<file path="src/design/pltd_queue.sv">
// Two-entry queue of closed runs between the front and back parts.
module pltd_queue #(
	parameter int WIDTH = 8
) (
	input  logic             clk,
	input  logic             arst_n,
	input  logic             wr_en,
	input  logic [WIDTH-1:0] wr_data,
	output logic             full,
	input  logic             rd_en,
	output logic [WIDTH-1:0] rd_data,
	output logic             empty
);
	logic [WIDTH-1:0] mem_q [2];
	logic             wp_q, rp_q;
	logic [1:0]       cnt_q;

	assign full    = (cnt_q == 2'd2);
	assign empty   = (cnt_q == 2'd0);
	assign rd_data = mem_q[rp_q];

	always_ff @(posedge clk) begin
		if (wr_en) mem_q[wp_q] <= wr_data;
	end

	always_ff @(posedge clk or negedge arst_n) begin
		if (!arst_n) begin
			wp_q  <= 1'b0;
			rp_q  <= 1'b0;
			cnt_q <= 2'd0;
		end else begin
			if (wr_en) wp_q <= ~wp_q;
			if (rd_en) rp_q <= ~rp_q;
			cnt_q <= cnt_q + {1'b0, wr_en} - {1'b0, rd_en};
		end
	end

endmodule

</file>
<file path="config.mk">
export PLATFORM = sky130hd
export DESIGN_NAME = pltd_queue
export DESIGN_NICKNAME = d
export VERILOG_FILES = /design/src/design/pltd_queue.sv
export SDC_FILE = /design/constraint.sdc
export NUM_CORES = 1
export LEC_CHECK = 0
export ABC_CLOCK_PERIOD_IN_PS = 1200
export BUFFER_PORTS_ARGS = -buffer_cell sky130_fd_sc_hd__buf_2
export CAP_MARGIN = 25
export CORE_MARGIN = 2
export CORE_UTILIZATION = 30
export CTS_CLUSTER_DIAMETER = 60
export DETAILED_ROUTE_END_ITERATION = 7
export HOLD_SLACK_MARGIN = 0.03
export SLEW_MARGIN = 20
export SYNTH_ARGS = -nofsm -noshare
export SYNTH_HDL_FRONTEND = slang
export SYNTH_SLANG_ARGS = --single-unit
</file>
<file path="constraint.sdc">
create_clock -name clk -period 1.2 [get_ports clk]
set_input_delay 0.12 -clock clk [delete_from_list [all_inputs] [get_ports clk]]
set_output_delay 0.12 -clock clk [all_outputs]
set_load 0.01 [all_outputs]
</file>
==> flow_metrics.py, run 1 <==
metrics = {
    "critical_path": {
        "r2r_end": "cnt_q[1]$_DFF_PN0_",
        "cp-start-kind": "register",
        "cp_cell_sequence": "buf_6 > mux2_4 > buf_6",
        "rrSetupSlack_ps": -40,
        "worst-r2r-cell-count": 5,
        "criticalPathCategory": "reg -> out",
        "critPathMaxStageDelay_ps": 430,
        "rr_startpoint": "cnt_q[0]$_DFF_PN0_",
        "required_ps": 1080,
        "crit_top_cell": "buf_6",
        "cp.arrival_ps": 1290,
        "worstPathMaxFanout": 5,
        "worst_setup_path_end_kind": "output pin",
        "crit_slowest_cell": "dfrtp_2",
    },
    "timing": {
        "slew_viol_final": 0,
        "finalWorstPathRequiredPeriod_ps": 1410,
        "fmax_mhz": 711,
        "hold_violations": 0,
        "fin_ws_ps": -206,
        "tns_ps": -1630,
        "grt_setup_unrepaired": "yes",
        "clock_skew_ps": 10.1,
        "worst_slew_pin_slew_ps": 378,
        "slew_headroom_pct": 74.8,
        "finalCritPeriodShare_pct": 117,
        "setup_viol": 9,
    },
    "pwr": {
        "p_comb_share_pct": 43.3,
        "p_leak_nw": 0.536,
        "swShare_pct": 25.7,
        "p_sw_uw": 715,
        "ir_worst_vdd_uv": 1150,
        "total_power_mw": 2.78,
        "pwr-share-clk_pct": 19.3,
        "intPower_mw": 2.06,
        "pwr-share-seq_pct": 37.4,
        "cellPowerDensity_mw_per_mm2": 2240,
    },
    "die": {
        "coreArea_mm2": 0.00252,
        "ios": 22,
        "start_util_pct": 32.0,
        "fp.dieW_um": 55.9,
        "fp-row-count": 18,
        "dieArea_mm2": 0.00313,
        "die_y_um": 55.9,
    },
    "global_routing": {
        "antenna_found_initial": 0,
        "grt_pass1_vias": 473,
        "grt_pass1_wl_mm": 2.01,
        "globalRouteOverflowTotal": 0,
        "track_usage_pct": 8.63,
        "grt_max_degree": 13,
    },
    "worst_hold_path": {
        "worstHoldStart": "wr_en",
        "whs_path_depth": 2,
        "hold_path.class": "in -> reg",
        "hold_path_end": "cnt_q[0]$_DFF_PN0_",
    },
    "drt": {
        "drc": 0,
        "firstDrtPassIters": 3,
        "dr_wl_met2_um": 634,
        "viasPerCell": 4.13,
        "ant_nets": 0,
        "dr_wl_met3_um": 95,
        "met1_length_um": 500,
        "top_layer": "met4",
        "drt-initial-drc-count": 3,
        "vias": 458,
        "routed_wl_mm": 1.24,
        "avgRoutedWirePerCell_um": 11.2,
    },
    "synth": {
        "synthCells": 40,
        "yosys.area.top_type": "edfxtp_1",
        "synth_top_area_share_pct": 59.4,
        "ys_warn_count": 0,
        "synthFlopType": "edfxtp_1",
        "ys_top_cells_by_count": "16 x edfxtp_1, 8 x mux2_4, 4 x dfrtp_1",
        "yosysUniqueCellTypes": 11,
        "synth_edf_count": 16,
        "syn_avg_cell_area_um2": 20.2,
        "syn_area_um2": 808,
        "synth-async-reset-ratio_pct": 20.0,
        "synth_area_leaders": "edfxtp_1 59%, mux2_4 15%, dfrtp_1 12%",
        "ys_seq_elements": 20,
        "synth.net_count": 54,
        "yosys.cell_count.top_type": "edfxtp_1",
        "seq_area_frac_synth_pct": 71.8,
    },
    "finish": {
        "final_util_pct": 49.1,
        "fin_nets": 96,
        "drive_above_1_share_pct": 53.1,
        "nFillCells": 228,
        "insertedDiodeCount": 0,
        "area_growth_pct": 53.3,
        "fin_cells": 111,
    },
    "clock_tree": {
        "cts.sinks": 20,
        "clk_latency_ps": 290,
        "cts.path.max_buffers": 2,
        "root_buffer": "clkbuf_4",
        "htree_levels": 1,
        "cts_buffers": 3,
        "cts_tree": "yes",
        "path_clk_slew_ps": 120,
    },
    "placed_design": {
        "place_inst": 91,
        "gp_congestion": 0.619,
        "io_buffer_count": 21,
    },
    "flow_run": {
        "maxCapViolations": 0,
    },
    "outcome": {
        "violations": "setup timing",
        "status": "complete, but fails checks",
    },
}
## sequential cells by signal, summed over array words and instances (netlist names)
name	cells
cnt_q	2
mem_q	16
rp_q	1
wp_q	1
## metrics by stage
step	hold slack, ps	worst slack [ps]	cell area, µm²
detailed placement	-69.0	-67.7	947
finish	80.9	-206	1240
global route	79.0	-269	1240
floorplan	-176	38.3	808
global placement	-67.9	-56.7	947
CTS	77.8	-222	1200
## kinds of logic (layout without fill, tap and decap cells)
kind of cell	count (synthesis)	after routing	synth area share (%)
mux	8	8	14.9
simple gates	4	4	2.79
flops	20	20	71.8
xor+xnor	3	3	5.11
fa+ha+maj	2	2	3.10
buf+inv	3	44	2.32
## worst max path at each step
| stage | from | depth (start not counted) | endpoint |
|---|---|---|---|
| after global routing | rp_q$_DFFE_PN0P_ | 3 | rd_data[1] |
| after detailed placement | rp_q$_DFFE_PN0P_ | 2 | rd_data[0] |
| after global placement | rp_q$_DFFE_PN0P_ | 2 | rd_data[1] |
| after CTS | rp_q$_DFFE_PN0P_ | 3 | rd_data[0] |
| after floorplan | wp_q$_DFFE_PN0P_ | 1 | mem_q[0][0]$_DFFE_PP_ |
| final | rp_q$_DFFE_PN0P_ | 3 | rd_data[0] |
## timing repair
| action | in CTS | in global routing |
|---|---|---|
| hold buffers | 11 | 0 |
| pin swaps | 0 | 1 |
| hold endpoints to repair | 22 | 0 |
| resized for setup | 12 | 8 |
| endpoints found under the setup margin | 9 | 11 |
| setup buffers | 4 | 1 |
## critical path: cells and delay by family, from the launching register on
kind | cells | cell delay (ps)
flip-flops | 1 | 430
multiplexers | 1 | 300
buffers and inverters | 2 | 260
## routing by layer
layer / global-route usage, % / vias to the layer above
met1: 9.54 / 212
met5: 0 / -
met2: 14.6 / 17
li1: - / 227
met3: 2.56 / 2
met4: 5.10 / 0
## power groups by stage
stage          registers, mW  logic, mW  clock network (mW)
2_1_floorplan           1.02      0.586                   0
3_3_place_gp            1.10      0.694                   0
3_5_place_dp            1.11      0.703                   0
4_1_cts                 1.02       1.09               0.556
5_1_grt                 1.06       1.30               0.593
6_report                1.04       1.20               0.536
## area by class of cell
cell class	instances	area (µm²)	area share (%)
Clock buffer	3	22.5	1.82
Sequential cell	20	583	47.1
Tap cell	30	37.5	3.03
Timing Repair Buffer	38	334	27.0
Clock inverter	1	30.0	2.42
Multi-Input combinational cell	17	224	18.1
Inverter	2	7.51	0.606
## placed cells by master, fill, tap and decap left out
cell           count
buf_6             13
dlygate4sd3_1     11
dfrtp_2            2
dfrtp_1            2
buf_4              3
ha_1               2
inv_1              2
xor2_1             2
nor2b_1            1
buf_2             11
and2_1             1
nor2b_4            1
xor3_1             1
mux2_4             8
clkbuf_4           3
edfxtp_1          16
nor2_4             1
bufinv_16          1
(Power assumes the default switching activity.)
==> run 2, diff against run 1 <==
Settings changed: CORE_UTILIZATION 30 to 40, PLACE_DENSITY set to 0.66.
==> run 2 against run 1 <==
  * The flow still finishes with violations (setup timing)
  * Global-route usage rose by 2.6 points
  * Clock skew fell by 7.2 ps
  * First-iteration DRC count rose by 33%
  * Routed wire length fell by 3.9%
  * Critical path type unchanged
==> flow_metrics.py, run 2 (synthesized netlist as in run 1, its figures left out) <==
metrics = {
    "timing": {
        "clock_skew_ps": 2.90,
        "worst_slew_pin_slew_ps": 171,
        "hold_violations": 0,
        "fmax_mhz": 717,
        "finalWorstPathRequiredPeriod_ps": 1390,
        "setup_viol": 9,
        "grt_setup_unrepaired": "yes",
        "slew_viol_final": 0,
        "fin_ws_ps": -194,
        "finalCritPeriodShare_pct": 116,
        "slew_headroom_pct": 88.6,
    },
    "drt": {
        "firstDrtPassIters": 2,
        "avgRoutedWirePerCell_um": 11.0,
        "drt-initial-drc-count": 4,
        "viasPerCell": 4.28,
        "routed_wl_mm": 1.19,
        "ant_nets": 0,
        "vias": 462,
        "drc": 0,
    },
    "finish": {
        "final_cell_mix": "16 x edfxtp_1, 12 x buf_2, 12 x buf_6, 11 x dlygate4sd3_1, 8 x mux2_4",
        "largest_reg_flops": 16,
        "largestRegisters": "mem_q: 16 flops, cnt_q: 2 flops",
        "fin_cells": 108,
        "final_util_pct": 62.1,
        "area_growth_pct": 49.2,
        "final_common_cell": "edfxtp_1",
        "insertedDiodeCount": 0,
        "fin_nets": 96,
        "drive_above_1_share_pct": 51.9,
        "top_register": "mem_q",
    },
    "die": {
        "fp-row-count": 16,
        "die_y_um": 49.0,
        "coreArea_mm2": 0.00194,
        "fp.dieW_um": 49.0,
        "ios": 22,
        "dieArea_mm2": 0.00240,
        "start_util_pct": 41.6,
    },
    "critical_path": {
        "crit_slowest_cell": "dfrtp_2",
        "critPathMaxStageDelay_ps": 430,
        "cp.arrival_ps": 1270,
        "crit_top_cell": "buf_6",
        "worst_setup_path_end_kind": "output pin",
        "required_ps": 1080,
        "worstPathMaxFanout": 5,
        "criticalPathCategory": "reg -> out",
        "cp_cell_sequence": "buf_6 > mux2_4 > buf_6",
        "cp-start-kind": "register",
    },
    "global_routing": {
        "grt_pass1_vias": 474,
        "grt_max_degree": 12,
        "globalRouteOverflowTotal": 0,
        "antenna_found_initial": 0,
        "grt_pass1_wl_mm": 2.01,
        "track_usage_pct": 11.3,
    },
    "worst_hold_path": {
        "hold_path.class": "in -> async",
    },
    "clock_tree": {
        "cts_tree": "yes",
        "htree_levels": 1,
        "clk_latency_ps": 290,
        "cts.path.max_buffers": 2,
        "cts.sinks": 20,
        "cts_buffers": 3,
        "root_buffer": "clkbuf_4",
        "path_clk_slew_ps": 110,
    },
    "pwr": {
        "p_sw_uw": 689,
        "p_comb_share_pct": 44.7,
        "pwr-share-clk_pct": 14.7,
        "intPower_mw": 1.86,
        "ir_worst_vdd_uv": 1430,
        "total_power_mw": 2.55,
        "p_leak_nw": 0.522,
        "pwr-share-seq_pct": 40.6,
        "swShare_pct": 27.0,
        "cellPowerDensity_mw_per_mm2": 2110,
    },
    "placed_design": {
        "io_buffer_count": 21,
        "dp_slack_ps": -55.9,
        "place_inst": 89,
        "gp_congestion": 0.585,
    },
    "outcome": {
        "status": "complete, but fails checks",
        "violations": "setup timing",
    },
    "flow_run": {
        "maxCapViolations": 0,
    },
}
[run 2: cell count changes in the layout (fill, tap and decap cells not counted), sizes merged]
cell	before	now
clkbuf	3	4
bufinv	1	0
[run 2: metal layers]
layer / global-route usage (%) / share of wire [%]
met2: 21.5 / 57
met5: 0 / 0
met1: 11.8 / 39
met4: 5.71 / 0.50
met3: 1.84 / 3.5
[run 2: layout make-up]
class / count / area (µm²)
Timing Repair Buffer: 38 / 328
Sequential cell: 20 / 582
Clock buffer: 4 / 36.3
Tap cell: 27 / 33.8
Inverter: 2 / 7.51
Fill cell: 148 / 736
Multi-Input combinational cell: 17 / 219
[run 2: per-stage QoR]
stage	hold WS (ps)	setup TNS (ps)	area (µm²)
floorplan	-176	0	808
global placement	-68.4	-293	951
detailed placement	-65.5	-385	951
CTS	136	-1670	1190
global route	156	-2000	1210
finish	161	-1510	1210
[run 2: path summary, 6_finish.rpt]
check                                      to  depth (start not counted)                from  slack, ps
max                                rd_data[3]                          3    rp_q$_DFFE_PN0P_       -190
min                        cnt_q[1]$_DFF_PN0_                          2              arst_n        160
max reg2reg                cnt_q[1]$_DFF_PN0_                          5  cnt_q[0]$_DFF_PN0_        -10
min reg2reg                  wp_q$_DFFE_PN0P_                          1    wp_q$_DFFE_PN0P_        490
max in group asynchronous    rp_q$_DFFE_PN0P_                          2              arst_n        910
min in group clk           cnt_q[1]$_DFF_PN0_                          3               rd_en        310
[run 2: worst max-delay path: cells and delay by family, from the launching register on]
family,cells,cell delay [ps]
buf+inv,2,260
mux,1,300
flops,1,430
[run 2: power groups by stage]
stage	combinational [mW]	sequential (mW)	clock, mW
after CTS	1.10	1.02	0.392
after global routing	1.23	1.06	0.414
after detailed placement	0.715	1.11	0
final	1.14	1.03	0.374
after global placement	0.708	1.10	0
after floorplan	0.586	1.02	0
[run 2: repair_timing]
action                                  CTS  global route
endpoints found under the setup margin    9            11
gates resized for setup                  13             4
pin swaps                                 0             1
gates cloned                              0             0
setup buffers                             4             0
hold buffers                             11             0
endpoints found under the hold margin    22             0
==> run 3, diff against run 2 <==
Settings changed: TNS_END_PERCENT set to 20.
==> run 3 against run 2 <==
  * The flow still finishes with violations (setup timing)
  * Largest power group is now registers
  * Via count fell by 3.0%
  * Count of clock-buffer cells in the layout did not move
  * Critical path type unchanged
  * Hold slack got worse by 10 ps
  * Register-to-register slack about the same
  * Design area decreased by 2.9%
==> flow_metrics.py, run 3 (synthesized netlist as in run 1, its figures left out) <==
metrics = {
    "pwr": {
        "p_sw_uw": 664,
        "swShare_pct": 27.2,
        "total_power_mw": 2.44,
        "ir_worst_vdd_uv": 1160,
        "pwr-share-clk_pct": 15.7,
        "cellPowerDensity_mw_per_mm2": 2090,
        "intPower_mw": 1.78,
        "p_leak_nw": 0.511,
        "p_comb_share_pct": 42.2,
        "pwr-share-seq_pct": 42.0,
    },
    "critical_path": {
        "required_ps": 1080,
        "worst-r2r-cell-count": 5,
        "rr_startpoint": "cnt_q[0]$_DFF_PN0_",
        "worstPathMaxFanout": 5,
        "crit_top_cell": "buf_6",
        "rrSetupSlack_ps": 0,
        "cp.arrival_ps": 1280,
        "crit_family": "flip-flops",
        "r2r_end": "cnt_q[1]$_DFF_PN0_",
        "crit_buf_inv": 2,
        "worst_setup_path_end_kind": "output pin",
        "cp_cell_sequence": "buf_6 > mux2_4 > buf_6",
        "crit_slowest_cell": "dfrtp_2",
        "cp-start-kind": "register",
        "criticalPathCategory": "reg -> out",
        "critPathMaxStageDelay_ps": 430,
    },
    "timing": {
        "hold_violations": 0,
        "whs_ps": 151,
        "tns_ps": -1590,
        "grt_setup_unrepaired": "yes",
        "worst_slew_pin_slew_ps": 123,
        "clock_skew_ps": 4.51,
        "finalCritPeriodShare_pct": 117,
        "fmax_mhz": 712,
        "slew_headroom_pct": 91.8,
        "fin_ws_ps": -205,
        "finalWorstPathRequiredPeriod_ps": 1400,
        "slew_viol_final": 0,
        "setup_viol": 8,
    },
    "placed_design": {
        "dpl-instance-area_um2": 951,
        "gp_congestion": 0.585,
        "io_buffer_count": 21,
    },
    "finish": {
        "insertedDiodeCount": 0,
        "nFillCells": 161,
        "top_register": "mem_q",
        "final_util_pct": 60.3,
        "largest_reg_flops": 16,
        "final_cell_mix": "16 x edfxtp_1, 13 x buf_2, 11 x dlygate4sd3_1, 10 x buf_6, 8 x mux2_4",
        "final_area_mm2": 0.00117,
        "final_common_cell": "edfxtp_1",
        "fin_nets": 94,
        "area_growth_pct": 44.9,
        "drive_above_1_share_pct": 48.1,
        "largestRegisters": "mem_q: 16 flops, cnt_q: 2 flops",
    },
    "outcome": {
        "violations": "setup timing",
        "status": "complete, but fails checks",
    },
    "die": {
        "ios": 22,
        "die_y_um": 49.0,
        "coreArea_mm2": 0.00194,
        "fp.dieW_um": 49.0,
        "start_util_pct": 41.6,
        "dieArea_mm2": 0.00240,
        "fp-row-count": 16,
    },
    "clock_tree": {
        "cts.sinks": 20,
        "clk_latency_ps": 290,
        "cts_tree": "yes",
        "cts_buffers": 3,
        "root_buffer": "clkbuf_4",
        "path_clk_slew_ps": 110,
        "htree_levels": 1,
        "cts.path.max_buffers": 2,
    },
    "drt": {
        "viasPerCell": 4.23,
        "routed_wl_mm": 1.20,
        "drt-initial-drc-count": 2,
        "vias": 448,
        "drc": 0,
        "avgRoutedWirePerCell_um": 11.3,
        "firstDrtPassIters": 4,
        "ant_nets": 0,
    },
    "global_routing": {
        "grt_pass1_vias": 456,
        "grt_pass1_wl_mm": 1.99,
        "grt_max_degree": 12,
        "antenna_found_initial": 0,
        "met3_usage_pct": 1.84,
        "grtUsageMet2_pct": 20.5,
        "met1_usage_pct": 12.0,
        "grt-busiest-layer": "met2",
        "track_usage_pct": 11.1,
        "globalRouteOverflowTotal": 0,
    },
    "worst_hold_path": {
        "hold_path.class": "in -> async",
    },
    "flow_run": {
        "maxCapViolations": 0,
    },
}
run 3: changes by cell type in the layout (fill, tap and decap cells not counted), sizes merged:
| cell | previous run | this run |
|---|---|---|
| buf | 27 | 25 |
run 3: layout make-up:
cell class	instances	area, µm²	share of cell area, %
multi-input cells	17	209	17.8
repair buffers	36	303	25.9
flip-flops and latches	20	582	49.7
clock buffers	4	36.3	3.10
inverters	2	7.51	0.641
well taps	27	33.8	2.88
run 3: through the flow:
| stage | worst slack (ps) | instances |
|---|---|---|
| after global routing | -244 | 106 |
| after detailed placement | -55.9 | 89 |
| after global placement | -45.0 | 89 |
| after floorplan | 38.3 | 40 |
| after CTS | -217 | 106 |
| final | -205 | 106 |
run 3: layer usage:
metal	routed length (µm)	part of all wire (%)
met1	481	40
met2	672	56
met3	42	3.5
met4	6	0.50
met5	0	0
run 3: worst max-delay path by stage:
stage	startpoint	end	slack (ps)	cells past startpoint
after floorplan	wp_q$_DFFE_PN0P_	mem_q[0][0]$_DFFE_PP_	40	1
after global placement	rp_q$_DFFE_PN0P_	rd_data[3]	-50	2
after detailed placement	rp_q$_DFFE_PN0P_	rd_data[3]	-60	2
after CTS	rp_q$_DFFE_PN0P_	rd_data[3]	-220	3
after global routing	rp_q$_DFFE_PN0P_	rd_data[3]	-240	3
final	rp_q$_DFFE_PN0P_	rd_data[3]	-200	3
run 3: what timing repair did:
item	in CTS	in global routing
gates resized for setup	12	0
hold buffers	11	0
endpoints found under the setup margin	9	9
endpoints found under the hold margin	22	0
pin swaps	0	0
buffers inserted	2	0
run 3: power groups by stage:
stage	clock network, mW	logic [mW]	registers, mW
final	0.384	1.03	1.03
after global routing	0.411	1.11	1.05
after CTS	0.392	1.05	1.03
after detailed placement	0	0.715	1.11
after global placement	0	0.708	1.10
after floorplan	0	0.586	1.02
