**config.mk**
```make
export PLATFORM = sky130hd
export DESIGN_NAME = pltd_back
export DESIGN_NICKNAME = d
export VERILOG_FILES = /design/src/design/pltd_pkg.sv /design/src/design/pltd_back.sv
export SDC_FILE = /design/constraint.sdc
export NUM_CORES = 1
export LEC_CHECK = 0
export BUFFER_PORTS_ARGS = -buffer_cell sky130_fd_sc_hd__buf_2
export CAP_MARGIN = 25
export CELL_PAD_IN_SITES_DETAIL_PLACEMENT = 0
export CELL_PAD_IN_SITES_GLOBAL_PLACEMENT = 2
export CORE_MARGIN = 3
export CORE_UTILIZATION = 44
export CTS_BUF_LIST = sky130_fd_sc_hd__clkbuf_4 sky130_fd_sc_hd__clkbuf_8 sky130_fd_sc_hd__clkbuf_16
export CTS_CLUSTER_DIAMETER = 200
export DETAILED_ROUTE_END_ITERATION = 6
export PLACE_DENSITY = 0.93
export SLEW_MARGIN = 20
export SYNTH_ARGS = -nofsm -noshare
export SYNTH_HDL_FRONTEND = slang
export SYNTH_SLANG_ARGS = --single-unit
```
**constraint.sdc**
```tcl
create_clock -name clk -period 61.8 [get_ports clk]
set_input_delay 9.27 -clock clk [delete_from_list [all_inputs] [get_ports clk]]
set_output_delay 9.27 -clock clk [all_outputs]
set_load 0.02 [all_outputs]
```
**src/design/pltd_pkg.sv**
```systemverilog
// Shared types and constants of the leader tone detector.
package pltd_pkg;

	localparam int CFG_INDEX_WIDTH = 2;
	localparam int CFG_DATA_WIDTH  = 20;

	localparam logic [CFG_INDEX_WIDTH-1:0] CFG_MIN_LEADER = 2'd0;
	localparam logic [CFG_INDEX_WIDTH-1:0] CFG_TOLERANCE  = 2'd1;
	localparam logic [CFG_INDEX_WIDTH-1:0] CFG_QUANT      = 2'd2;

	localparam logic [15:0] MIN_LEADER_RESET = 16'd100;
	localparam logic [15:0] TOLERANCE_RESET  = 16'd6554;
	localparam logic [19:0] QUANT_RESET      = 20'd363;

	typedef struct packed {
		logic [15:0] leader_min_len;
		logic [15:0] tolerance_fraction;
		logic [19:0] quant_floor;
	} cfg_t;

	typedef enum logic [1:0] {
		F_IDLE,
		F_MUL,
		F_TEST,
		F_UPD
	} front_state_t;

	typedef enum logic [2:0] {
		B_IDLE,
		B_NS,
		B_TT,
		B_SUB,
		B_SQRT,
		B_DAVG,
		B_DDEV,
		B_DONE
	} back_state_t;

endpackage

```
**src/design/pltd_back.sv**
```systemverilog
// Back part: statistics of a closed run by shift-add, digit square root and division.
module pltd_back #(
	parameter int DURATION_WIDTH = 20,
	parameter int INDEX_WIDTH    = 32,
	parameter int COUNT_WIDTH    = 16
) (
	input  logic                      clk,
	input  logic                      arst_n,
	input  logic                      q_empty,
	output logic                      q_rd,
	input  logic [INDEX_WIDTH+COUNT_WIDTH+2*(DURATION_WIDTH+COUNT_WIDTH)
	              +3*DURATION_WIDTH-1:0] q_data,
	output logic                      empty,
	input  logic                      pop,
	output logic [INDEX_WIDTH-1:0]    leader_first,
	output logic [COUNT_WIDTH-1:0]    leader_len,
	output logic [DURATION_WIDTH-1:0] average_period,
	output logic [DURATION_WIDTH-1:0] minimum_period,
	output logic [DURATION_WIDTH-1:0] maximum_period,
	output logic [DURATION_WIDTH-1:0] deviation
);
	localparam int DW   = DURATION_WIDTH;
	localparam int CW   = COUNT_WIDTH;
	localparam int IW   = INDEX_WIDTH;
	localparam int TW   = DW + CW;
	localparam int SW   = 2 * DW + CW;
	localparam int RW   = TW;
	localparam int NSW  = 2 * RW;
	localparam int SRW  = RW + 2;
	localparam int CNTW = $clog2(RW + 1);
	localparam int O_S  = 2 * DW;
	localparam int O_T  = O_S + SW;
	localparam int O_N  = O_T + TW;
	localparam int O_I  = O_N + CW;

	pltd_pkg::back_state_t st_q, st_d;

	logic [IW-1:0]   j_first;
	logic [CW-1:0]   j_n;
	logic [TW-1:0]   j_t;
	logic [SW-1:0]   j_s;
	logic [DW-1:0]   j_mn, j_mx;
	logic [CNTW-1:0] cnt_q;
	logic [TW-1:0]   msh_q;
	logic [NSW-1:0]  acc_q, ns_q;
	logic [SRW-1:0]  srem_q;
	logic [RW-1:0]   root_q;
	logic [RW-1:0]   dq_q;
	logic [CW-1:0]   drem_q;
	logic [DW-1:0]   avg_q, dev_q;
	logic            res_valid_q;
	logic            last_step, load_out;

	logic [NSW-1:0]   addend, acc_next;
	logic [SRW+1:0]   rem2, trial;
	logic             sge;
	logic [SRW-1:0]   srem_next;
	logic [RW-1:0]    root_next;
	logic [CW:0]      r2, rnext;
	logic             dge;
	logic [RW-1:0]    dq_next;

	// Shift-add multiply step: one bit of the multiplier per cycle, MSB first.
	always_comb begin
		addend = '0;
		if (msh_q[TW-1]) addend = (st_q == pltd_pkg::B_NS) ? NSW'(j_s) : NSW'(j_t);
	end
	assign acc_next = {acc_q[NSW-2:0], 1'b0} + addend;

	// Restoring square root: two radicand bits per cycle.
	assign rem2      = {srem_q, ns_q[NSW-1 -: 2]};
	assign trial     = (SRW+2)'({root_q, 2'b01});
	assign sge       = (rem2 >= trial);
	assign srem_next = SRW'(sge ? rem2 - trial : rem2);
	assign root_next = {root_q[RW-2:0], sge};

	// Restoring division by the pulse count: one quotient bit per cycle.
	assign r2      = {drem_q, dq_q[RW-1]};
	assign dge     = (r2 >= {1'b0, j_n});
	assign rnext   = dge ? r2 - {1'b0, j_n} : r2;
	assign dq_next = {dq_q[RW-2:0], dge};

	assign last_step = (cnt_q == CNTW'(1));

	always_comb begin
		st_d = st_q;
		case (st_q)
			pltd_pkg::B_IDLE: if (!q_empty) st_d = pltd_pkg::B_NS;
			pltd_pkg::B_NS:   if (last_step) st_d = pltd_pkg::B_TT;
			pltd_pkg::B_TT:   if (last_step) st_d = pltd_pkg::B_SUB;
			pltd_pkg::B_SUB:  st_d = pltd_pkg::B_SQRT;
			pltd_pkg::B_SQRT: if (last_step) st_d = pltd_pkg::B_DAVG;
			pltd_pkg::B_DAVG: if (last_step) st_d = pltd_pkg::B_DDEV;
			pltd_pkg::B_DDEV: if (last_step) st_d = pltd_pkg::B_DONE;
			pltd_pkg::B_DONE: if (!res_valid_q || pop) st_d = pltd_pkg::B_IDLE;
			default:          st_d = pltd_pkg::B_IDLE;
		endcase
	end

	always_comb begin
		q_rd     = (st_q == pltd_pkg::B_IDLE) && !q_empty;
		load_out = (st_q == pltd_pkg::B_DONE) && (!res_valid_q || pop);
	end

	always_ff @(posedge clk or negedge arst_n) begin
		if (!arst_n) begin
			st_q        <= pltd_pkg::B_IDLE;
			res_valid_q <= 1'b0;
		end else begin
			st_q <= st_d;
			if (load_out) res_valid_q <= 1'b1;
			else if (pop) res_valid_q <= 1'b0;
		end
	end

	always_ff @(posedge clk) begin
		case (st_q)
			pltd_pkg::B_IDLE: begin
				if (!q_empty) begin
					j_first <= q_data[O_I +: IW];
					j_n     <= q_data[O_N +: CW];
					j_t     <= q_data[O_T +: TW];
					j_s     <= q_data[O_S +: SW];
					j_mn    <= q_data[DW +: DW];
					j_mx    <= q_data[0 +: DW];
					msh_q   <= {q_data[O_N +: CW], {DW{1'b0}}};
					acc_q   <= '0;
					cnt_q   <= CNTW'(CW);
				end
			end
			pltd_pkg::B_NS: begin
				if (last_step) begin
					ns_q  <= acc_next;
					acc_q <= '0;
					msh_q <= j_t;
					cnt_q <= CNTW'(TW);
				end else begin
					cnt_q <= cnt_q - CNTW'(1);
					msh_q <= {msh_q[TW-2:0], 1'b0};
					acc_q <= acc_next;
				end
			end
			pltd_pkg::B_TT: begin
				cnt_q <= cnt_q - CNTW'(1);
				msh_q <= {msh_q[TW-2:0], 1'b0};
				acc_q <= acc_next;
			end
			pltd_pkg::B_SUB: begin
				// clamp n*S - T*T at zero
				ns_q   <= (ns_q >= acc_q) ? ns_q - acc_q : '0;
				srem_q <= '0;
				root_q <= '0;
				cnt_q  <= CNTW'(RW);
			end
			pltd_pkg::B_SQRT: begin
				ns_q   <= {ns_q[NSW-3:0], 2'b00};
				srem_q <= srem_next;
				root_q <= root_next;
				if (last_step) begin
					dq_q   <= j_t;
					drem_q <= '0;
					cnt_q  <= CNTW'(RW);
				end else begin
					cnt_q  <= cnt_q - CNTW'(1);
				end
			end
			pltd_pkg::B_DAVG: begin
				if (last_step) begin
					avg_q  <= DW'(dq_next);
					dq_q   <= root_q;
					drem_q <= '0;
					cnt_q  <= CNTW'(RW);
				end else begin
					cnt_q  <= cnt_q - CNTW'(1);
					dq_q   <= dq_next;
					drem_q <= CW'(rnext);
				end
			end
			pltd_pkg::B_DDEV: begin
				cnt_q  <= cnt_q - CNTW'(1);
				dq_q   <= dq_next;
				drem_q <= CW'(rnext);
				if (last_step) dev_q <= DW'(dq_next);
			end
			default: begin
			end
		endcase
	end

	// Result register: holds the oldest result until it is popped.
	always_ff @(posedge clk) begin
		if (load_out) begin
			leader_first   <= j_first;
			leader_len     <= j_n;
			average_period <= avg_q;
			minimum_period <= j_mn;
			maximum_period <= j_mx;
			deviation      <= dev_q;
		end
	end

	assign empty = !res_valid_q;

endmodule

```
==> results of run 1 <==
==> synthesized netlist by cell type, drive strengths merged, types with 21 or more instances <==
library cell  instances  area share
a22o                 21      0.0052
ha                  183       0.065
mux2i                31      0.0088
nand2b               21      0.0037
edfxtp              660        0.56
and3                 37      0.0066
a222oi               52       0.015
nor3                 31      0.0044
a21boi               45      0.0096
o221ai               48       0.012
clkbuf              121       0.013
a21oi               179       0.026
xnor2               114       0.029
xor2                 71       0.018
nand3                49      0.0070
nor2                263       0.028
buf                  23      0.0047
a21o                102       0.022
a31oi                23      0.0041
o21ai               123       0.018
nand2               266       0.028
inv                 236       0.025
nand4                55      0.0098
o21bai               31      0.0066
==> layer usage <==
metal  vias up  share of wire
met5         -              0
met4         0          0.023
met3       115          0.059
met2       727           0.49
met1     12088           0.43
li1      12010              -
==> layout make-up <==
cell class | count | area, um2 | share of cell area
multi-input cells | 2015 | 13830 | 0.3431
clock inverters | 49 | 563.0 | 0.01397
repair buffers | 345 | 1859 | 0.04614
clock buffers | 85 | 1917 | 0.04757
well taps | 1050 | 1314 | 0.03260
diodes | 5 | 12.51 | 0.0003105
flip-flops and latches | 664 | 19920 | 0.4943
inverters | 236 | 888.4 | 0.02204
==> cell families after synthesis <==
group / after synthesis / synth area share
DFF: 664 / 0.5663
and+or+nand+nor: 816 / 0.1068
xor gates and xnor gates: 185 / 0.04628
buffers and inverters: 380 / 0.04336
muxes: 33 / 0.009462
AOI/OAI and AO/OA: 795 / 0.1610
adders and majority gates: 186 / 0.06680
==> state kept, by name, indices dropped and copies added (netlist names), 20 cells and up <==
signal,cells
msh_q,36
acc_q,72
avg_q,20
minimum_period,20
srem_q,38
j_mx,20
j_first,32
ns_q,72
dev_q,20
root_q,36
maximum_period,20
j_mn,20
dq_q,36
j_t,36
deviation,20
average_period,20
leader_first,32
j_s,56
==> placed cells by master (no fill, tap or decap), types with 17 or more instances in the layout <==
| master | count |
|---|---|
| o21ai_1 | 30 |
| nor2_1 | 257 |
| and3_1 | 37 |
| xnor2_1 | 113 |
| nand3_1 | 49 |
| nand2_1 | 264 |
| nand4_1 | 55 |
| a22oi_1 | 17 |
| a211oi_1 | 18 |
| inv_1 | 233 |
| a21o_1 | 102 |
| buf_2 | 313 |
| buf_4 | 29 |
| o221ai_1 | 45 |
| a31oi_1 | 22 |
| nand2b_1 | 21 |
| nor3_1 | 31 |
| edfxtp_1 | 660 |
| xor2_1 | 71 |
| o21bai_1 | 31 |
| o21a_1 | 19 |
| a22o_1 | 21 |
| mux2i_1 | 31 |
| ha_1 | 183 |
| a21boi_0 | 42 |
| a21oi_1 | 173 |
| clkbuf_16 | 73 |
| o21ai_0 | 91 |
| a222oi_1 | 52 |
==> power by group through the flow <==
stage                     Clock, mW  Combinational (mW)  Sequential, mW
after floorplan                   0               0.954           0.771
final                         0.444                1.25           0.764
after CTS                     0.456                1.25           0.764
after global routing          0.473                1.39           0.777
after detailed placement          0                1.24           0.771
after global placement            0                1.23           0.769
==> worst max-delay path: stages <==
cell,delay [ps]
buf_2,140
nor4_2,200
buf_4,270
buf_2,230
==> worst max-delay path by stage <==
stage | startpoint | depth (start not counted) | endpoint | slack [ps]
after floorplan | q_empty | 1 | q_rd | 25830
after global placement | q_empty | 4 | q_rd | 42370
after detailed placement | q_empty | 4 | q_rd | 42380
after CTS | q_empty | 4 | q_rd | 42370
after global routing | q_empty | 4 | q_rd | 42300
final | q_empty | 4 | q_rd | 42400
==> results by group, run 1 <==
Clocking
  • Root Driver: clkbuf_16
  • Post-CTS Resized: 0
  • CTS tree: done
  • Clock tree buffer depth: 3
  • Setup bufs post-CTS: 0
  • CTS Buf Count: 73
  • Hold-fix buffers, CTS: 0
  • # clock sinks: approximately 660
  • Reg clk slew, reported paths: 60 ps
  • H-tree levels: 3
  • Clock Latency Late Sink: 650 ps

Synth
  • Net Count, Synth: 3429
  • EDFF count, synth: between 600 and 700
  • Post-synthesis sequential area ratio: 0.5663
  • Post-synth ARST share: 0.006024
  • Ys Warns: 0
  • Synthesized area: 0.03517 mm2
  • Avg Cell Area, Syn: roughly 11 um2
  • Mapped Cells: 3059
  • Library cells used by synthesis: 102
  • Top_reg_cell synth: edfxtp_1
  • FF+latch count, synth: approximately 660

Hold path
  • Worst Hold Depth: 0
  • Hold Path Class: flop to flop
  • Hold Path Sink: deviation[14]
  • Hold path start: dev_q[14]

Place
  • Port bufs: ~310
  • Post-DP HPWL: ~65000 um
  • Dpl cells: between 4000 and 5000
  • Placer Congestion: 0.8609
  • Placed inst area: 0.03775 mm2
  • Pre-CTS WS: 42380 ps

Critical path
  • CP Class: input pin to output port
  • Reg2Reg Depth: 18
  • Max FO, Critical Path: 6
  • FF-to-FF End: ns_q[65]
  • CP Data Required Time: 52530 ps
  • Setup crit end kind: output port
  • Startpoint Class: input pin
  • Flop2flop setup slack: approximately 55000 ps
  • Reg2reg start: st_q[0]
  • Arrival @ worst endpoint: 10130 ps

Routing
  • Final WL: approximately 91000 um
  • Post-DR wirelength/cell: between 20 and 25 um
  • Initial DRC count: between 2000 and 2500
  • Vias: 24940
  • DRT Pass-1 Iters: 7
  • Drt drc: 3
  • Routed vias/inst: 5.606
  • Post-DRT Antenna Nets: 0

Run status
  • Status: finished with violations
  • Failing checks: DRC

Floorplanning
  • Initial Util: 0.4445
  • I/O pin count: 314
  • Die area: ~0.083 mm2
  • DIE WIDTH: just under 300 um
  • Core area: 0.07913 mm2
  • Row count: 103
  • Die height: 288.7 um

Power and ir drop
  • Net Switching: approximately 1.0 mW
  • Pwr Total: 2.458 mW
  • Pint: roughly 1.4 mW
  • Flop pwr share: 0.311
  • Clk pwr share: 0.181
  • Leakage: ~16 nW
  • Pwr Density: 61.00 mW/mm2
  • VDD IR max: 0.00002823 V
  • Sw frac: 0.4233
  • Logic pwr share: 0.509

Timing
  • Relative slew slack: 0.3375
  • Final setup violation count: 0
  • Fin. Hold Viols: 0
  • Minimum clock period: 19400 ps
  • Total Neg Setup Slack: 0 ps
  • Least-Margin Pin Slew: just under 1000 ps
  • Clock Skews: 69.02 ps
  • Final worst slack: 42400 ps
  • Crit share post-route: 0.3139
  • Max-slew violations: 0
  • Worst hold margin: 408.8 ps
  • RSZ-0062 raised after global routing: no
  • Max Clk Rate: 51.54 MHz

Global routing
  • Total grt overflow: 0
  • Global-route wire length before repair: between 100000 and 150000 um
  • Initial antenna violation count: 6
  • Pin count of the biggest net entering global routing: 78
  • M2 GR Usage: 0.3584
  • Vias in the first global route: about 24000
  • Top Usage Layer GRT: met2
  • GR Util met3: 0.03275
  • Global Route Usage Sum: 0.2139
  • Grt met1 use: 0.2879

Finish
  • Area grow syn2layout: 14.57%
  • Layout net count: 3705
  • Fin cells: 4449
  • Layout fillers: 7099
  • Design Area, Final: 0.04030 mm2
  • Share of layout cells above drive strength 1: 0.1544
  • Final Core Density: 0.5093

Job
  • MaxCap Viol Count: 0
No activity file was read; power rests on OpenSTA's default activity.
==> run 2: changes to the inputs <==
CORE_UTILIZATION = 37   (was 44)
PLACE_DENSITY = 0.84   (was 0.93)
clock period = 17 ns   (was 61.8 ns; I/O delays follow)
==> results by group, run 2 (synthesized netlist as in run 1, its figures left out) <==
Global routing
  • Pin count of the biggest net entering global routing: 79 (was 78)
  • Global Route Usage Sum: 0.1875 (was 0.2139)
  • Grt met1 use: 0.2572 (was 0.2879)
  • Vias in the first global route: 24612 (was 24424)
  • Initial antenna violation count: 7 (was 6)
  • Global-route wire length before repair: 145200 um (was 140000 um)
  • Total grt overflow: 0 (unchanged)
  • M2 GR Usage: 0.3077 (was 0.3584)
  • GR Util met3: 0.03173 (was 0.03275)
  • Top Usage Layer GRT: met2 (unchanged)

Routing
  • Vias: 24928 (was 24940)
  • Drt drc: 0 (was 3)
  • DRT Pass-1 Iters: 6 (was 7)
  • Post-DRT Antenna Nets: 0 (unchanged)
  • Final WL: 94680 um (was 91000 um)
  • Post-DR wirelength/cell: 20.36 um (was 20.45 um)
  • Routed vias/inst: 5.361 (was 5.606)
  • Initial DRC count: 2265 (was 2249)

Run status
  • Status: complete, no violations (was finished with violations)

Timing
  • Clock Skews: 37.09 ps (was 69.02 ps)
  • Relative slew slack: 0.3053 (was 0.3375)
  • Final setup violation count: 0 (unchanged)
  • Total Neg Setup Slack: 0 ps (unchanged)
  • Max-slew violations: 0 (unchanged)
  • Crit share post-route: 0.3523
  • Minimum clock period: 5988 ps
  • Least-Margin Pin Slew: 1042 ps (was 990.6 ps)
  • Max Clk Rate: between 150 and 200 MHz
  • Fin. Hold Viols: 0 (unchanged)
  • RSZ-0062 raised after global routing: no (unchanged)

Clocking
  • Post-CTS Resized: 0 (unchanged)
  • CTS Buf Count: 75 (was 73)
  • Hold-fix buffers, CTS: 0 (unchanged)
  • Reg clk slew, reported paths: 60 ps (about the same)
  • Clock Latency Late Sink: 640 ps (was 650 ps)
  • Clock tree buffer depth: 3 (unchanged)
  • CTS tree: done (unchanged)
  • Setup bufs post-CTS: 0 (unchanged)
  • H-tree levels: 3 (unchanged)
  • # clock sinks: 664 (unchanged)
  • Root Driver: clkbuf_16 (unchanged)

Finish
  • Most common cell after layout, fill and taps aside: edfxtp_1 (unchanged)
  • Layout fillers: 8908 (was 7099)
  • Largest regs: acc_q (72), ns_q (72), j_s (56) (unchanged)
  • Layout net count: 3705 (unchanged)
  • Most frequent cells in the layout: 660 x edfxtp_1, 313 x buf_2, 264 x nand2_1 (unchanged)
  • Area grow syn2layout: 15.21% (was 14.57%)
  • Share of layout cells above drive strength 1: 0.1533 (was 0.1544)

Power and ir drop
  • Logic pwr share: 0.510 (was 0.509)
  • Clk pwr share: 0.182 (was 0.181)
  • Pint: 5.197 mW (was 1.418 mW)
  • Leakage: 15.95 nW (about the same)
  • VDD IR max: 0.0001162 V (was 0.00002823 V)
  • Flop pwr share: 0.309 (was 0.311)
  • Pwr Total: 9.007 mW (was 2.458 mW)
  • Net Switching: 3.810 mW (was 1.040 mW)
  • Sw frac: 0.4230 (was 0.4233)
  • Pwr Density: 222.3 mW/mm2 (was 61.00 mW/mm2)

Critical path
  • Max FO, Critical Path: 57 (was 6)
  • Critical path's slowest cell: dfrtp_1 (was buf_4)
  • Worst-path cell chain: nand2b_1 > nor2_4 > buf_4 > nand2_1 > a21boi_0 > ha_1 > fa_1 > a211oi_1 > o211ai_1 > a41oi_1 > or3_1 > a211oi_2 > o21ai_1 > a31oi_1 > and2_1 > nand4_1 > xnor2_1 > o221ai_1 (was buf_2 > nor4_2 > buf_4 > buf_2)
  • CP max stage delay: 720 ps (was 270 ps)
  • CP Data Required Time: 17340 ps (was 52530 ps)
  • Arrival @ worst endpoint: 6330 ps (was 10130 ps)
  • CP Class: flop to flop (was input pin to output port)
  • Setup crit end kind: flop (was output port)
  • Startpoint Class: flop (was input pin)

Floorplanning
  • Row count: 112 (was 103)
  • I/O pin count: 314 (unchanged)
  • DIE WIDTH: 314.3 um (was 288.7 um)
  • Die height: 314.3 um (was 288.7 um)
  • Core area: 0.09375 mm2 (was 0.07913 mm2)
  • Die area: 0.09880 mm2 (was 0.08337 mm2)
  • Initial Util: 0.3752 (was 0.4445)

Place
  • Placer Congestion: 0.8504 (was 0.8609)
  • Port bufs: 313 (unchanged)
  • Post-DP HPWL: 68510 um (was 64650 um)

Job
  • MaxCap Viol Count: 0 (unchanged)

Hold path
  • Hold Path Class: flop to flop (unchanged)
run 2: cell count changes in the layout (fill, tap and decap cells not counted), moves of 2 or more:
cell	change
buf_16	-2
clkbuf_16	+4
clkbuf_4	+5
clkinv_16	-3
clkinv_4	-2
clkinv_8	+2
clkinvlp_4	-3
inv_6	-5
run 2: final cells by class:
type / count / area, um2 / area share
antenna: 5 / 12.51 / 0.0003087
timing repair buffer: 343 / 1804 / 0.04452
clock buffer: 94 / 2054 / 0.05070
multi-input combinational: 2015 / 13840 / 0.3416
inverter: 236 / 888.4 / 0.02192
sequential: 664 / 19920 / 0.4915
clock inverter: 39 / 435.4 / 0.01074
tap: 1254 / 1569 / 0.03872
run 2: final timing paths:
kind	slack, ps	cells after the start	endpoint	startpoint
max reg2reg	11010	18	ns_q[65]	st_q[0]
min reg2reg	410	0	leader_first[8]	j_first[8]
max	11010	18	ns_q[65]	st_q[0]
min in group asynchronous	1720	1	res_valid_q	arst_n
min	410	0	leader_first[8]	j_first[8]
max in group asynchronous	15150	1	st_q[1]	arst_n
run 2: power by group through the flow:
| stage | sequential [mW] | combinational, mW | clock (mW) |
|---|---|---|---|
| 4_1_cts | 2.78 | 4.59 | 1.67 |
| 3_3_place_gp | 2.80 | 4.57 | 0 |
| 5_1_grt | 2.83 | 5.12 | 1.74 |
| 6_report | 2.78 | 4.59 | 1.64 |
| 2_1_floorplan | 2.79 | 3.47 | 0 |
| 3_5_place_dp | 2.81 | 4.57 | 0 |
run 2: worst max-delay path, delay by kind of cell (launching register included):
family / cells / cell delay [ps]
xor+xnor: 1 / 230
simple gates: 6 / 1560
fa+ha+maj: 2 / 510
compound gates: 8 / 2180
flops: 1 / 720
buf+inv: 1 / 500
run 2: metrics by stage:
step	area, um2	instances	utilization	hold slack [ps]	setup slack (ps)
2_1_floorplan	35180	3059	-	400.3	2011
3_3_place_gp	38000	4511	0.4054	400.3	11000
3_5_place_dp	38000	4511	0.4054	404.5	11010
4_1_cts	40490	4644	0.4319	391.6	10970
5_1_grt	40530	4650	0.4323	406.9	10510
6_report	40530	4650	0.4323	409.9	11010
run 2: layer usage:
metal  wire [um]  part of all wire  vias up
li1            -                 -    12001
met1       41740              0.44    12083
met2       44930              0.47      721
met3        5956             0.063      123
met4        2055             0.022        0
met5           0                 0        -
